==> src/rtl/mf3_pkg.sv <==
// Shared types and constants of the 3x3 median filter.
package mf3_pkg;

  localparam int PIX_BITS = 8;
  localparam int ROW_BITS = 12;
  localparam int COL_BITS = 10;

  localparam int FW_BITS = 11;
  localparam int FH_BITS = 13;
  localparam int CFG_DW  = 13;
  localparam int CFG_IW  = 1;

  localparam int RESET_FRAME_WIDTH  = 1024;
  localparam int RESET_FRAME_HEIGHT = 1024;

  localparam int QDEPTH = 8;
  localparam int QPW    = $clog2(QDEPTH);
  localparam int QCW    = $clog2(QDEPTH + 1);

  typedef enum logic [CFG_IW-1:0] {
    REG_FRAME_WIDTH  = 1'b0,
    REG_FRAME_HEIGHT = 1'b1
  } cfg_reg_t;

  typedef logic [PIX_BITS-1:0] pix_t;
  typedef pix_t [8:0] window_t;

  typedef struct packed {
    logic                has_med;
    pix_t                med_pixel;
    logic [ROW_BITS-1:0] med_row;
    logic [COL_BITS-1:0] med_col;
    logic                has_border;
    pix_t                border_pixel;
    logic [ROW_BITS-1:0] border_row;
    logic [COL_BITS-1:0] border_col;
  } q_entry_t;

  typedef struct packed {
    logic     valid;
    q_entry_t entry;
  } q_head_t;

endpackage

==> src/rtl/mf3_queue.sv <==
// Small FIFO of classified work between the front and back halves.
module mf3_queue (
  input  logic                    clk,
  input  logic                    rst,
  input  logic                    push,
  input  mf3_pkg::q_entry_t       push_entry,
  input  logic                    pop,
  output mf3_pkg::q_head_t        head,
  output logic [mf3_pkg::QCW-1:0] count
);

  localparam int PW = mf3_pkg::QPW;
  localparam int CW = mf3_pkg::QCW;

  mf3_pkg::q_entry_t slots [mf3_pkg::QDEPTH];
  logic [PW-1:0] wr_ptr;
  logic [PW-1:0] rd_ptr;

  always_ff @(posedge clk) begin
    if (push) begin
      slots[wr_ptr] <= push_entry;
    end
  end

  always_ff @(posedge clk) begin
    if (rst) begin
      wr_ptr <= '0;
      rd_ptr <= '0;
      count  <= '0;
    end else begin
      if (push) begin
        wr_ptr <= wr_ptr + PW'(1);
      end
      if (pop) begin
        rd_ptr <= rd_ptr + PW'(1);
      end
      count <= count + CW'(push) - CW'(pop);
    end
  end

  assign head.valid = (count != '0);
  assign head.entry = slots[rd_ptr];

endmodule

==> config.mk <==
export PLATFORM = sky130hd
export DESIGN_NAME = mf3_queue
export DESIGN_NICKNAME = d
export VERILOG_FILES = /design/src/rtl/mf3_pkg.sv /design/src/rtl/mf3_queue.sv
export SDC_FILE = /design/constraint.sdc
export NUM_CORES = 1
export LEC_CHECK = 0
export ABC_CLOCK_PERIOD_IN_PS = 18600
export CAP_MARGIN = 20
export CORE_MARGIN = 2
export CORE_UTILIZATION = 39
export DETAILED_ROUTE_END_ITERATION = 8
export DONT_BUFFER_PORTS = 1
export PLACE_DENSITY_LB_ADDON = 0.2
export SETUP_SLACK_MARGIN = 0.3
export SYNTH_ARGS = -nofsm -noshare
export SYNTH_HDL_FRONTEND = slang
export SYNTH_SLANG_ARGS = --single-unit
==> constraint.sdc <==
create_clock -name clk -period 18.6 [get_ports clk]
set_clock_uncertainty 0.15 [all_clocks]
set_input_delay 3.72 -clock clk [delete_from_list [all_inputs] [get_ports clk]]
set_output_delay 3.72 -clock clk [all_outputs]
set_load 0.05 [all_outputs]
==> results.py <==
metrics = {
    "worst_setup_path": {
        "reg2reg_depth": 3,
        "cp-end-kind": "primary output",
        "critical_path_arrival_ns": 4.26,
        "critPathLaunchType": "register",
        "critical_path_required_ns": 14.73,
        "timing.setup.critical_path_class": "reg -> out",
        "critical_path.max_fanout": 44,
        "r2r_setup_slack_ns": 15.95,
    },
    "final_layout": {
        "number_of_filler_cells_placed_in_the_layout": 4096,
        "finalCoreUtilization": 0.444,
        "multiInputGateArea_sq_um": 4140,
        "layout-area-overhead-vs-synth_pct": 13.0,
        "register_cell_area_after_layout_sq_um": 15200,
        "antenna_cells": 0,
        "num-nets-final": 893,
        "final_layout_size_suffix_gt1_frac": 0.328,
    },
    "drt": {
        "route.final.wire_length_um": 38900,
        "antenna_violating_nets_post_route": 0,
        "avgRoutedWirePerCell_um": 25.4,
        "detail_routed_via_count_per_cell": 5.17,
        "number_of_iterations_in_the_first_detailed_routing_pass": 5,
        "drt_first_iter_violations": 746,
        "drt_drc_violations_left": 0,
        "route.vias.total": 7926,
    },
    "cts": {
        "cts_inserted_buffers": 53,
        "clock_tree_from_tritoncts": "yes",
        "cts_hold_repair.buffers": 0,
        "path_clk_slew_ns": 0.06,
        "cts_buffer_depth": 3,
        "clk_latency_ns": 0.59,
        "htreeDepth": 2,
        "post-cts-setup-buffers": 0,
        "ctsResizeCount": 0,
        "clk_root_buffer_cell": "sky130_fd_sc_hd__clkbuf_16",
        "cts_num_sinks": 509,
    },
    "run": {
        "maxCapViolations": 0,
    },
    "yosys": {
        "syn-instance-count": 785,
        "yosysTopAreaCell": "sky130_fd_sc_hd__edfxtp_1",
        "ys_seq_elements": 509,
        "synth.area.top_cells": "sky130_fd_sc_hd__edfxtp_1, sky130_fd_sc_hd__mux4_2, sky130_fd_sc_hd__mux2_4, sky130_fd_sc_hd__mux4_1, sky130_fd_sc_hd__dfxtp_1",
        "syn_nets": 859,
        "ys_types": 25,
        "synth_largest_type_area_fraction": 0.762,
        "yosys_warning_total": 0,
        "synth_seq_area_share": 0.776,
        "synth.avg_cell_area_sq_um": 24.9,
        "netlist_area_sq_um": 19500,
    },
    "placement": {
        "dp_hpwl_um": 20400,
        "gp_congestion": 0.699,
        "setup_slack_placement_ns": 10.92,
        "port_buffers": 0,
    },
    "hold_path": {
        "hold_path_class": "reg -> reg",
        "hold_path_depth": 2,
    },
    "sta": {
        "setup_viol": 0,
        "slew-limit-headroom": 0.342,
        "finalHoldWorstSlack_ns": 0.360,
        "hold_viol_final": 0,
        "grt_setup_unrepaired": "false",
        "maxClockFrequency_ghz": 0.123,
        "worst-slew-pin-transition_ns": 0.988,
        "final_min_period_over_clock_period": 0.437,
        "setup-tns-final_ns": 0,
        "report.final.slew_viol_count": 0,
        "final.min_clock_period_ns": 8.13,
        "final.setup.worst_slack_ns": 10.47,
    },
    "pwr": {
        "p_switching_uw": 600,
        "p_int_mw": 2.01,
        "peakVddDrop_mv": 0.0828,
        "power_frac_clock": 0.407,
        "power.density_cell_area_nw_per_um2": 118,
        "p_leak_nw": 6.88,
        "switching_share": 0.230,
        "seq_power_share": 0.503,
        "comb_power_share": 0.090,
    },
    "grt": {
        "wire_length_of_the_first_global_routing_pass_um": 57300,
        "antenna_found_initial": 0,
        "overflow": 0,
        "first_global_vias": 8761,
        "grt_max_degree": 80,
        "grt.total_usage": 0.152,
    },
    "floorplanning": {
        "initial_utilization": 0.393,
        "die_height_um": 228,
        "std_cell_rows": 82,
        "fp.dieW_um": 228,
        "io_pins": 133,
        "die_area_sq_um": 51900,
        "core_sq_um": 49800,
    },
    "outcome": {
        "status": "completed",
    },
}
[cell type report]
type / instances / share of cell area
clock buffer: 61 / 0.0633
clock inverter: 37 / 0.0173
inverter: 7 / 0.00119
multi-input combinational: 233 / 0.187
sequential: 509 / 0.687
tap: 672 / 0.0381
timing repair buffer: 15 / 0.00600
[flip-flops by register name (all words and copies together) (netlist names), named ones only]
name    count
slots     496
count       4
rd_ptr      3
wr_ptr      3
[cells in the final DEF (no fill, tap or decap), types with 7 or more instances in the layout]
master,instances
sky130_fd_sc_hd__inv_1,7
sky130_fd_sc_hd__clkinv_1,8
sky130_fd_sc_hd__mux4_2,110
sky130_fd_sc_hd__clkbuf_16,55
sky130_fd_sc_hd__mux2_4,60
sky130_fd_sc_hd__bufinv_16,7
sky130_fd_sc_hd__dfxtp_1,10
sky130_fd_sc_hd__nor2_1,9
sky130_fd_sc_hd__clkinv_2,12
sky130_fd_sc_hd__ha_1,7
sky130_fd_sc_hd__buf_4,14
sky130_fd_sc_hd__mux4_1,14
sky130_fd_sc_hd__edfxtp_1,496
[critical path: stages (launching register included)]
cell	delay [ns]
sky130_fd_sc_hd__dfxtp_4	0.92
sky130_fd_sc_hd__buf_4	0.82
sky130_fd_sc_hd__buf_4	0.84
sky130_fd_sc_hd__mux4_1	0.67
sky130_fd_sc_hd__mux2_4	0.38
[stage by stage]
| step | instance area, sq um | instances | power [mW] |
|---|---|---|---|
| floorplan | 19500 | 785 | 1.54 |
| global placement | 20300 | 1435 | 1.57 |
| detailed placement | 20300 | 1435 | 1.58 |
| CTS | 22100 | 1533 | 2.65 |
| global route | 22100 | 1534 | 2.70 |
| finish | 22100 | 1534 | 2.61 |
[path summary, 6_finish.rpt]
kind                                      to      start
worst min register to register     wr_ptr[0]  wr_ptr[0]
worst max register to register  slots[4][47]  wr_ptr[0]
worst max-delay path                head[14]   register
worst min-delay path               wr_ptr[0]  wr_ptr[0]
[Yosys cell counts]
library cell and number:
sky130_fd_sc_hd__xor2_1 3, sky130_fd_sc_hd__fa_1 1, sky130_fd_sc_hd__ha_1 7, sky130_fd_sc_hd__mux2_4 60
sky130_fd_sc_hd__nor2b_1 1, sky130_fd_sc_hd__nor2_1 15, sky130_fd_sc_hd__a31o_2 1, sky130_fd_sc_hd__dfxtp_1 13
sky130_fd_sc_hd__nand2b_1 5, sky130_fd_sc_hd__buf_1 4, sky130_fd_sc_hd__mux2_2 2, sky130_fd_sc_hd__mux2i_1 2
sky130_fd_sc_hd__buf_2 14, sky130_fd_sc_hd__inv_1 7, sky130_fd_sc_hd__buf_6 1, sky130_fd_sc_hd__mux4_1 14
sky130_fd_sc_hd__a21oi_1 3, sky130_fd_sc_hd__nor3_1 2, sky130_fd_sc_hd__edfxtp_1 496, sky130_fd_sc_hd__buf_12 7
sky130_fd_sc_hd__nand3_1 2, sky130_fd_sc_hd__mux4_2 110, sky130_fd_sc_hd__nand2_1 4, sky130_fd_sc_hd__xnor2_1 1
sky130_fd_sc_hd__clkbuf_1 10
[power by group through the flow]
stage | Clock [mW] | Combinational [mW] | Sequential (mW)
finish | 1.06 | 0.235 | 1.31
detailed placement | 0 | 0.240 | 1.34
floorplan | 0 | 0.216 | 1.33
CTS | 1.09 | 0.240 | 1.32
global route | 1.14 | 0.249 | 1.32
global placement | 0 | 0.236 | 1.34
[layer usage]
layer,track usage,up-vias,wire length [um]
met5,0,-,0
met4,0.0389,0,602
met3,0.0485,42,2670
met2,0.270,195,20600
met1,0.179,4277,15100
li1,-,3412,-
[cells by family (layout without fill, tap and decap cells)]
kind of cell / count (synthesis) / count (layout) / synth area share
AOI/OAI and AO/OA: 4 / 4 / 0.00122
xor gates and xnor gates: 4 / 4 / 0.00179
adders and majority gates: 8 / 8 / 0.00551
buffers and inverters: 43 / 120 / 0.0154
DFF: 509 / 509 / 0.776
muxes: 188 / 188 / 0.194
and+or+nand+nor: 29 / 29 / 0.00660
(Power assumes the default switching activity.)
