<file path="src/rtl/mf3_pkg.sv">
// Shared types and constants of the 3x3 median filter.
package mf3_pkg;

  localparam int PIX_BITS = 8;
  localparam int ROW_BITS = 12;
  localparam int COL_BITS = 10;

  localparam int FW_BITS = 11;
  localparam int FH_BITS = 13;
  localparam int CFG_DW  = 13;
  localparam int CFG_IW  = 1;

  localparam int RESET_FRAME_WIDTH  = 1024;
  localparam int RESET_FRAME_HEIGHT = 1024;

  localparam int QDEPTH = 8;
  localparam int QPW    = $clog2(QDEPTH);
  localparam int QCW    = $clog2(QDEPTH + 1);

  typedef enum logic [CFG_IW-1:0] {
    REG_FRAME_WIDTH  = 1'b0,
    REG_FRAME_HEIGHT = 1'b1
  } cfg_reg_t;

  typedef logic [PIX_BITS-1:0] pix_t;
  typedef pix_t [8:0] window_t;

  typedef struct packed {
    logic                has_med;
    pix_t                med_pixel;
    logic [ROW_BITS-1:0] med_row;
    logic [COL_BITS-1:0] med_col;
    logic                has_border;
    pix_t                border_pixel;
    logic [ROW_BITS-1:0] border_row;
    logic [COL_BITS-1:0] border_col;
  } q_entry_t;

  typedef struct packed {
    logic     valid;
    q_entry_t entry;
  } q_head_t;

endpackage

</file>
<file path="src/rtl/mf3_back.sv">
// Back half: turns each queued entry into one or two result beats on the output register.
module mf3_back (
  input  logic                            clk,
  input  logic                            rst,
  input  mf3_pkg::q_head_t                head,
  output logic                            pop,
  output logic                            out_valid,
  input  logic                            out_stall,
  output mf3_pkg::pix_t                   out_pixel,
  output logic [mf3_pkg::ROW_BITS-1:0]    out_row,
  output logic [mf3_pkg::COL_BITS-1:0]    out_col,
  output logic                            out_is_border,
  output logic                            out_last
);

  logic load;
  logic take_med;
  logic med_done;

  assign load     = !out_valid || !out_stall;
  assign take_med = head.entry.has_med && !med_done;
  assign pop      = load && head.valid && !(take_med && head.entry.has_border);

  always_ff @(posedge clk) begin
    if (rst) begin
      out_valid <= 1'b0;
      med_done  <= 1'b0;
    end else if (load) begin
      out_valid <= head.valid;
      if (head.valid) begin
        med_done <= take_med && head.entry.has_border;
      end
    end
  end

  always_ff @(posedge clk) begin
    if (load && head.valid) begin
      if (take_med) begin
        out_pixel     <= head.entry.med_pixel;
        out_row       <= head.entry.med_row;
        out_col       <= head.entry.med_col;
        out_is_border <= 1'b0;
        out_last      <= !head.entry.has_border;
      end else begin
        out_pixel     <= head.entry.border_pixel;
        out_row       <= head.entry.border_row;
        out_col       <= head.entry.border_col;
        out_is_border <= 1'b1;
        out_last      <= 1'b1;
      end
    end
  end

endmodule

</file>
<file path="config.mk">
export PLATFORM = sky130hd
export DESIGN_NAME = mf3_back
export DESIGN_NICKNAME = d
export VERILOG_FILES = /design/src/rtl/mf3_pkg.sv /design/src/rtl/mf3_back.sv
export SDC_FILE = /design/constraint.sdc
export NUM_CORES = 1
export LEC_CHECK = 0
export BUFFER_PORTS_ARGS = -buffer_cell sky130_fd_sc_hd__buf_2
export CAP_MARGIN = 15
export CORE_AREA = 2 2 77 79
export DETAILED_ROUTE_END_ITERATION = 7
export DIE_AREA = 0 0 79 81
export GPL_ROUTABILITY_DRIVEN = 0
export PLACE_DENSITY = 0.56
export SYNTH_ARGS = -nofsm -noshare
export SYNTH_HDL_FRONTEND = slang
export SYNTH_SLANG_ARGS = --single-unit
</file>
<file path="constraint.sdc">
create_clock -name clk -period 4.97 [get_ports clk]
set_input_delay 0.497 -clock clk [delete_from_list [all_inputs] [get_ports clk]]
set_output_delay 0.497 -clock clk [all_outputs]
set_load 0.05 [all_outputs]
</file>
==> impl_metrics.csv, run 1 <==
group,metric,value,unit
run,timing.max_cap.violations,0,
power_and_ir_drop,p_switching,0.0002080,W
synthesis,yosysSeqAreaShare,64.41,%
clock_network,clkTransAtPathRegs,0.07,ns
clock_network,clockRootBuffer,"clkbuf_8",
clock_network,cts.sinks,34,
routing,vias,1021,
power_and_ir_drop,seq_power_share,45.3,%
synthesis,ys_seq_elements,34,
layout,areaGrowthSynthToFinish,43.48,%
floorplanning,ios,100,
setup_path,path_class,"reg -> out",
clock_network,cts-buffers-inserted,5,
place,dp_hpwl,2232,um
routing,ant_nets,0,
place,dp_slack,2.448,ns
routing,dr_wl_met2,1450,um
sta,clock_skew,0.008805,ns
global_routing,grt_usage,9.929,%
layout,drive_gt1_share,77.35,%
layout,n_antenna_cell,0,
floorplanning,start_util,27.38,%
outcome,outcome,"complete, no violations",
routing,vias_per_cell,3.988,
layout,final_core_util,39.29,%
floorplanning,core,5675,sq um
synthesis,postSynthNetCount,143,
sta,rsz0062_at_grt,"false",
synthesis,syn-instance-count,77,
routing,wl_per_cell,12.05,um
routing,drt-total-wl,3084,um
layout,nets,246,
clock_network,cts_hold_buf,0,
sta,period_share,50.23,%
power_and_ir_drop,swShare,27.33,%
global_routing,grt-ovfl-total,0,
min_path,min_path_type,"in -> reg",
power_and_ir_drop,p_leak,1.056,nW
global_routing,grt_pass1_vias,985,
power_and_ir_drop,p_clk_share,32.2,%
floorplanning,fp-row-count,28,
routing,met3WireLength,347,um
sta,finalHoldViolCount,0,
clock_network,cts_buffer_depth,2,
clock_network,post_cts_buffers,0,
routing,drt-pass1-iter-count,2,
synthesis,syn_area,1554,sq um
layout,fillers,567,
floorplanning,die-width,79,um
place,numPortBuffers,99,
floorplanning,die_h,81,um
setup_path,worstPathRequired,4.47,ns
sta,timing.fmax,400.5,MHz
sta,tns,0,ns
clock_network,htreeDepth,2,
sta,slew_headroom,28.87,%
setup_path,startpoint_type,"register",
power_and_ir_drop,intPower,0.0005530,W
power_and_ir_drop,combPwrFrac,22.6,%
synthesis,ys_warn_count,0,
floorplanning,die_area,6399,sq um
sta,drv_slew,0,
sta,worstMarginPinSlew,1.064,ns
synthesis,syn_area_per_cell,20.18,sq um
synthesis,yosys.area.top_type,"edfxtp_1",
setup_path,crit_arrival,2.00,ns
power_and_ir_drop,power_density,341.3,nW/um^2
global_routing,antenna_found_initial,0,
clock_network,clock_latency,0.28,ns
synthesis,synth_cell_types,14,
place,postPlaceCellArea,2121,sq um
setup_path,end_kind,"primary output",
synthesis,yosys.area.top_type_share,61.84,%
sta,min_period,2.497,ns
layout,postLayoutCellArea,2230,sq um
clock_network,cts-resized-gates,0,
routing,wl_met1,1233,um
routing,drc,0,
global_routing,grt_pass1_wl,4698,um
clock_network,cts_tree,"yes",
routing,route.top_layer_used,"met4",
global_routing,grt_max_degree,35,
synthesis,synthTopCellsByArea,"edfxtp_1 62%, mux2_4 28%, dfxtp_1 2.6%",
sta,setup_viol,0,
sta,layout_setup_ws,2.473,ns
routing,first_iter_violations,52,
power_and_ir_drop,ir_drop,0.1262,mV
setup_path,worstPathMaxFanout,34,
-- power by group through the flow --
stage                     Combinational [W]  Sequential, W  Clock, W
after floorplan                   0.0000562       0.000421         0
after global placement             0.000173       0.000351         0
after detailed placement           0.000174       0.000351         0
after CTS                          0.000175       0.000345  0.000253
after global routing               0.000182       0.000346  0.000268
final                              0.000172       0.000344  0.000245
-- flip-flops by register name, indices dropped and copies added, names as in the netlist --
| signal | cells |
|---|---|
| med_done | 1 |
| out_row | 12 |
| out_valid | 1 |
| out_is_border | 1 |
| out_pixel | 8 |
| out_col | 10 |
| out_last | 1 |
-- placed cells by master (no fill, tap or decap) --
cell        n
mux2_4     29
a21boi_4    1
mux2_2      1
clkbuf_8    5
buf_2      99
nor2b_4     1
nand2b_1    1
a21boi_0    1
bufinv_16   1
nor2_1      1
a21oi_1     1
inv_2       1
dfxtp_1     2
edfxtp_1   32
clkinv_2    2
nand4bb_1   1
mux2i_1     1
nand2_1     1
-- metrics by stage --
step	cells	power, W	hold WS [ns]
2_1_floorplan	77	0.0004774	0.4905
3_3_place_gp	248	0.0005236	0.5120
3_5_place_dp	248	0.0005251	0.5221
4_1_cts	256	0.0007725	0.3916
5_1_grt	256	0.0007962	0.3993
6_report	256	0.0007611	0.4038
-- worst paths after layout --
path | start | end | slack [ns] | depth (start not counted)
hold reg to reg | med_done | med_done | 0.53 | 2
hold / removal | rst | out_valid | 0.40 | 2
setup / recovery | out_valid | pop | 2.47 | 3
setup reg to reg | med_done | out_pixel[5] | 3.20 | 3
-- critical path, cell delays in order (launching register included) --
cell and delay (ns):
dfxtp_1 0.35, a21boi_4 0.85, a21boi_0 0.24, buf_2 0.28
-- kinds of logic after synthesis --
logic type / Yosys count / share of synthesized area [%]
multiplexers: 31 / 29.39
AO/OA/AOI/OAI: 3 / 1.288
flip-flops: 34 / 64.41
AND/OR/NAND/NOR: 5 / 2.496
buffers and inverters: 4 / 2.415
-- final cells by class --
cell class                 count  area (sq um)  share of cell area (%)
sequential                    34          1001                   44.89
multi-input combinational     39         526.8                   23.63
timing repair buffer          99         495.5                   22.22
tap                           75         93.84                   4.209
clock buffer                   5         68.82                   3.086
clock inverter                 3         40.04                   1.796
inverter                       1         3.754                  0.1684
-- metal layers --
layer	global-route usage [%]	up-vias
met3	4.889	7
met4	4.655	0
met1	11.48	454
met5	0	-
li1	-	501
met2	15.51	59
-- Yosys cell counts --
| library cell | n |
|---|---|
| a21oi_1 | 1 |
| nor2b_4 | 1 |
| mux2_2 | 1 |
| dfxtp_1 | 2 |
| edfxtp_1 | 32 |
| mux2i_1 | 1 |
| a21boi_0 | 2 |
| inv_2 | 1 |
| nand4bb_1 | 1 |
| nand2b_1 | 1 |
| buf_6 | 3 |
| mux2_4 | 29 |
| nor2_1 | 1 |
| nand2_1 | 1 |
No activity file was read; power rests on OpenSTA's default activity.
==> run 2: changes to the inputs <==
- PLACE_DENSITY: 0.56 -> 0.58
- clock period: 4.97 -> 2.07 ns (I/O delays scaled with it)
==> impl_metrics.csv, run 2 (synthesis gave the netlist of run 1 again) <==
group,metric,value,unit
global_routing,antenna_found_initial,0,
power_and_ir_drop,p_switching,0.0004905,W
power_and_ir_drop,intPower,0.001209,W
layout,drive_gt1_share,77.30,%
layout,final_cell_mix,"99 x buf_2, 32 x edfxtp_1, 29 x mux2_4",
floorplanning,fp-row-count,28,
clock_network,clock_latency,0.27,ns
clock_network,cts-resized-gates,0,
layout,largest_reg_flops,12,
setup_path,worstPathRequired,2.10,ns
sta,setup_viol,0,
setup_path,path_class,"reg -> reg",
sta,period_share,69.23,%
clock_network,htreeDepth,2,
setup_path,startpoint_type,"register",
routing,drt-pass1-iter-count,4,
routing,ant_nets,0,
layout,fillers,577,
sta,clock_skew,0.002639,ns
clock_network,cts_hold_buf,0,
power_and_ir_drop,ir_drop,0.2559,mV
power_and_ir_drop,combPwrFrac,24.8,%
layout,multiInputGateArea,530.5,sq um
power_and_ir_drop,seq_power_share,48.6,%
setup_path,end_kind,"register",
place,dp_hpwl,2540,um
layout,reg.largest.list,"out_row: 12 flops, out_col: 10 flops, out_pixel: 8 flops",
run,timing.max_cap.violations,0,
sta,finalHoldViolCount,0,
global_routing,grt_pass1_wl,4705,um
layout,nets,250,
power_and_ir_drop,power_density,760.2,nW/um^2
floorplanning,die-width,79,um
layout,areaGrowthSynthToFinish,43.88,%
floorplanning,die_h,81,um
layout,top_register,"out_row",
global_routing,grt_max_degree,22,
routing,vias_per_cell,3.954,
floorplanning,core,5675,sq um
power_and_ir_drop,swShare,28.86,%
place,numPortBuffers,99,
floorplanning,die_area,6399,sq um
clock_network,clkTransAtPathRegs,0.06,ns
global_routing,grt_usage,10.05,%
sta,rsz0062_at_grt,"false",
routing,wl_per_cell,12.44,um
clock_network,clockRootBuffer,"clkbuf_8",
sta,worstMarginPinSlew,0.3092,ns
sta,min_period,1.433,ns
routing,drc,0,
setup_path,crit_arrival,1.46,ns
outcome,outcome,"complete, no violations",
sta,hold_slack,0.1125,ns
floorplanning,start_util,27.38,%
routing,first_iter_violations,21,
layout,final_common_cell,"buf_2",
power_and_ir_drop,p_leak,1.061,nW
routing,drt-total-wl,3235,um
floorplanning,ios,100,
sta,slew_headroom,79.38,%
clock_network,cts.sinks,34,
layout,n_antenna_cell,0,
routing,vias,1028,
clock_network,cts_tree,"yes",
min_path,min_path_type,"in -> reg",
global_routing,grt-ovfl-total,0,
global_routing,grt_pass1_vias,987,
clock_network,cts-buffers-inserted,5,
power_and_ir_drop,p_clk_share,26.5,%
clock_network,cts_buffer_depth,2,
clock_network,post_cts_buffers,0,
setup_path,worstPathMaxFanout,18,
sta,drv_slew,0,
sta,timing.fmax,697.8,MHz
sta,tns,0,ns
layout,regArea,1001,sq um
-- run 2: power groups by stage --
| stage | registers (W) | logic [W] | clock network [W] |
|---|---|---|---|
| after floorplan | 0.00101 | 0.000137 | 0 |
| after global placement | 0.000840 | 0.000423 | 0 |
| after detailed placement | 0.000843 | 0.000428 | 0 |
| after CTS | 0.000828 | 0.000429 | 0.000477 |
| after global routing | 0.000831 | 0.000445 | 0.000514 |
| final | 0.000826 | 0.000422 | 0.000451 |
-- run 2: routing by layer --
metal	vias up	routed length, um	GRT usage [%]
met1	457	1302	11.07
met3	6	295	4.556
met2	57	1583	16.95
li1	508	-	-
met4	0	53	4.138
met5	-	0	0
-- run 2: area by class of cell --
class,count,share of cell area [%]
multi-input cells,39,23.73
inverters,1,0.1679
clock buffers,6,3.246
well taps,75,4.197
repair buffers,103,23.50
flip-flops and latches,34,44.77
clock inverters,2,0.3917
-- run 2: final timing paths --
path	cells after the start	slack (ns)	to	start
max reg2reg	4	0.64	out_pixel[5]	med_done
min	2	0.11	out_valid	rst
max	4	0.64	out_pixel[5]	med_done
min reg2reg	2	0.53	med_done	med_done
-- run 2: critical path: stages, from the launching register on --
cell and delay (ns):
dfxtp_1 0.40, nor2b_4 0.07, inv_2 0.05, buf_4 0.30, mux2_2 0.37
-- run 2: per-stage QoR --
step | area, sq um | power [W] | worst slack, ns | utilization, % | cells
4_1_cts | 2236 | 0.001733 | 0.5946 | 39.40 | 260
3_5_place_dp | 2155 | 0.001270 | 0.6188 | 37.96 | 252
3_3_place_gp | 2155 | 0.001264 | 0.6529 | 37.96 | 252
6_report | 2236 | 0.001700 | 0.6369 | 39.40 | 260
5_1_grt | 2236 | 0.001790 | 0.5424 | 39.40 | 260
2_1_floorplan | 1569 | 0.001146 | 0.01755 | - | 77
==> run 3: changes to the inputs <==
- PLACE_DENSITY: 0.58 -> 0.56
- clock period: 2.07 -> 1.4 ns (I/O delays scaled with it)
==> impl_metrics.csv, run 3 (synthesis gave the netlist of run 1 again) <==
group,metric,value,unit
place,dp_slack,0.09187,ns
run,timing.max_cap.violations,0,
power_and_ir_drop,total_power,0.002537,W
global_routing,grt_pass1_wl,4643,um
global_routing,antenna_found_initial,0,
layout,largest_reg_flops,12,
routing,ant_nets,0,
place,postPlaceCellArea,2211,sq um
routing,first_iter_violations,39,
sta,timing.fmax,744.0,MHz
sta,drv_slew,0,
global_routing,grt_usage,9.872,%
layout,postLayoutCellArea,2296,sq um
floorplanning,ios,100,
routing,drc,0,
sta,clock_skew,0.003813,ns
setup_path,worst_path_most_repeated_cell,"a21boi_4",
floorplanning,fp-row-count,28,
layout,final_core_util,40.45,%
layout,fin_cells,261,
floorplanning,core,5675,sq um
floorplanning,die_area,6399,sq um
setup_path,worstPathCellList,"a21boi_4 -> a21boi_4 -> buf_4",
power_and_ir_drop,p_leak,1.085,nW
layout,nets,251,
min_path,min_path_type,"in -> reg",
sta,worstMarginPinSlew,0.2609,ns
routing,vias,1062,
layout,fillers,568,
layout,reg.largest.list,"out_row: 12 flops, out_col: 10 flops, out_pixel: 8 flops",
place,numPortBuffers,99,
floorplanning,die-width,79,um
setup_path,cp_top_family,"compound AO/OA/AOI/OAI gates",
layout,drive_gt1_share,78.49,%
setup_path,crit_arrival,1.20,ns
setup_path,critPathBufInv,1,
place,dp_hpwl,2373,um
clock_network,cts-buffers-inserted,5,
clock_network,clock_latency,0.27,ns
clock_network,htreeDepth,2,
layout,top_register,"out_row",
setup_path,worstPathMaxFanout,3,
sta,slew_headroom,82.73,%
floorplanning,die_h,81,um
clock_network,post_cts_buffers,0,
global_routing,grt-ovfl-total,0,
setup_path,path_class,"reg -> out",
layout,areaGrowthSynthToFinish,47.75,%
layout,final_common_cell,"buf_2",
setup_path,slowest_stage,"dfxtp_4",
power_and_ir_drop,power_density,1105,nW/um^2
routing,drt-pass1-iter-count,2,
routing,drt-total-wl,3210,um
sta,setup_viol,0,
layout,n_antenna_cell,0,
global_routing,grt_pass1_vias,1013,
setup_path,slowest_delay,0.36,ns
clock_network,cts_buffer_depth,2,
power_and_ir_drop,ir_drop,0.3350,mV
layout,final_cell_mix,"98 x buf_2, 32 x edfxtp_1, 29 x mux2_4",
setup_path,end_kind,"primary output",
sta,period_share,96.00,%
sta,min_period,1.344,ns
place,dpl.cell_count,253,
setup_path,worstPathRequired,1.26,ns
routing,vias_per_cell,4.069,
global_routing,grt_max_degree,34,
floorplanning,start_util,27.38,%
clock_network,cts_tree,"yes",
sta,layout_setup_ws,0.05598,ns
clock_network,clockRootBuffer,"clkbuf_8",
clock_network,cts.sinks,34,
outcome,outcome,"complete, no violations",
routing,wl_per_cell,12.30,um
sta,rsz0062_at_grt,"false",
clock_network,clkTransAtPathRegs,0.07,ns
sta,finalHoldViolCount,0,
setup_path,startpoint_type,"register",
## run 3: cell count changes in the layout (fill, tap and decap cells not counted)
cell and change:
a21boi_2 -1, a21boi_4 +1, buf_2 -1, buf_12 +3
buf_4 -1, dfxtp_4 +1, dfxtp_2 +1, dfxtp_1 -2
## run 3: repair_timing
| action | 4_1_cts | 5_1_grt |
|---|---|---|
| gates resized for setup | 1 | 1 |
| setup endpoints to repair | 1 | 1 |
| hold buffers | 0 | 0 |
## run 3: area by class of cell
type                            instances  area, sq um  area share [%]
Tap cell                               75        93.84           4.087
Clock buffer                            6        72.57           3.161
Sequential cell                        34         1006           43.81
Clock inverter                          2        8.758          0.3815
Inverter                                1        3.754          0.1635
Multi-Input combinational cell         39        538.0           23.43
Timing Repair Buffer                  104        573.1           24.96
## run 3: metrics by stage
stage / hold slack (ns) / setup TNS, ns
final: 0.03278 / 0
after global routing: 0.04022 / 0
after CTS: 0.02904 / 0
after detailed placement: 0.3313 / 0
after global placement: 0.3300 / 0
after floorplan: 0.2027 / -1.729
## run 3: routing by layer
layer	part of all wire [%]	routed length (um)	global-route usage (%)	up-vias
met1	39	1236	11.24	476
met2	47	1510	16.02	69
met5	0	0	0	-
li1	-	-	-	512
met4	1.3	42	4.655	0
met3	13	421	4.333	5
## run 3: worst paths after layout
check | startpoint | to | slack, ns | depth (start not counted)
worst min-delay path | rst | out_valid | 0.03 | 2
worst max-delay path | out_valid | pop | 0.06 | 3
worst max register to register | med_done | out_row[10] | 0.13 | 4
worst min register to register | med_done | med_done | 0.50 | 2
## run 3: worst register-to-register path, stage by stage, from the launching register on
cell,delay [ns]
dfxtp_2,0.36
nor2b_4,0.05
inv_2,0.10
buf_4,0.20
mux2_4,0.31
## run 3: power by group
part | switching, W | total (W) | internal [W]
Combinational | 0.000384 | 0.000647 | 0.000263
Sequential | 0.0000188 | 0.00122 | 0.00120
Clock | 0.000326 | 0.000668 | 0.000341
Total | 0.000729 | 0.00254 | 0.00181
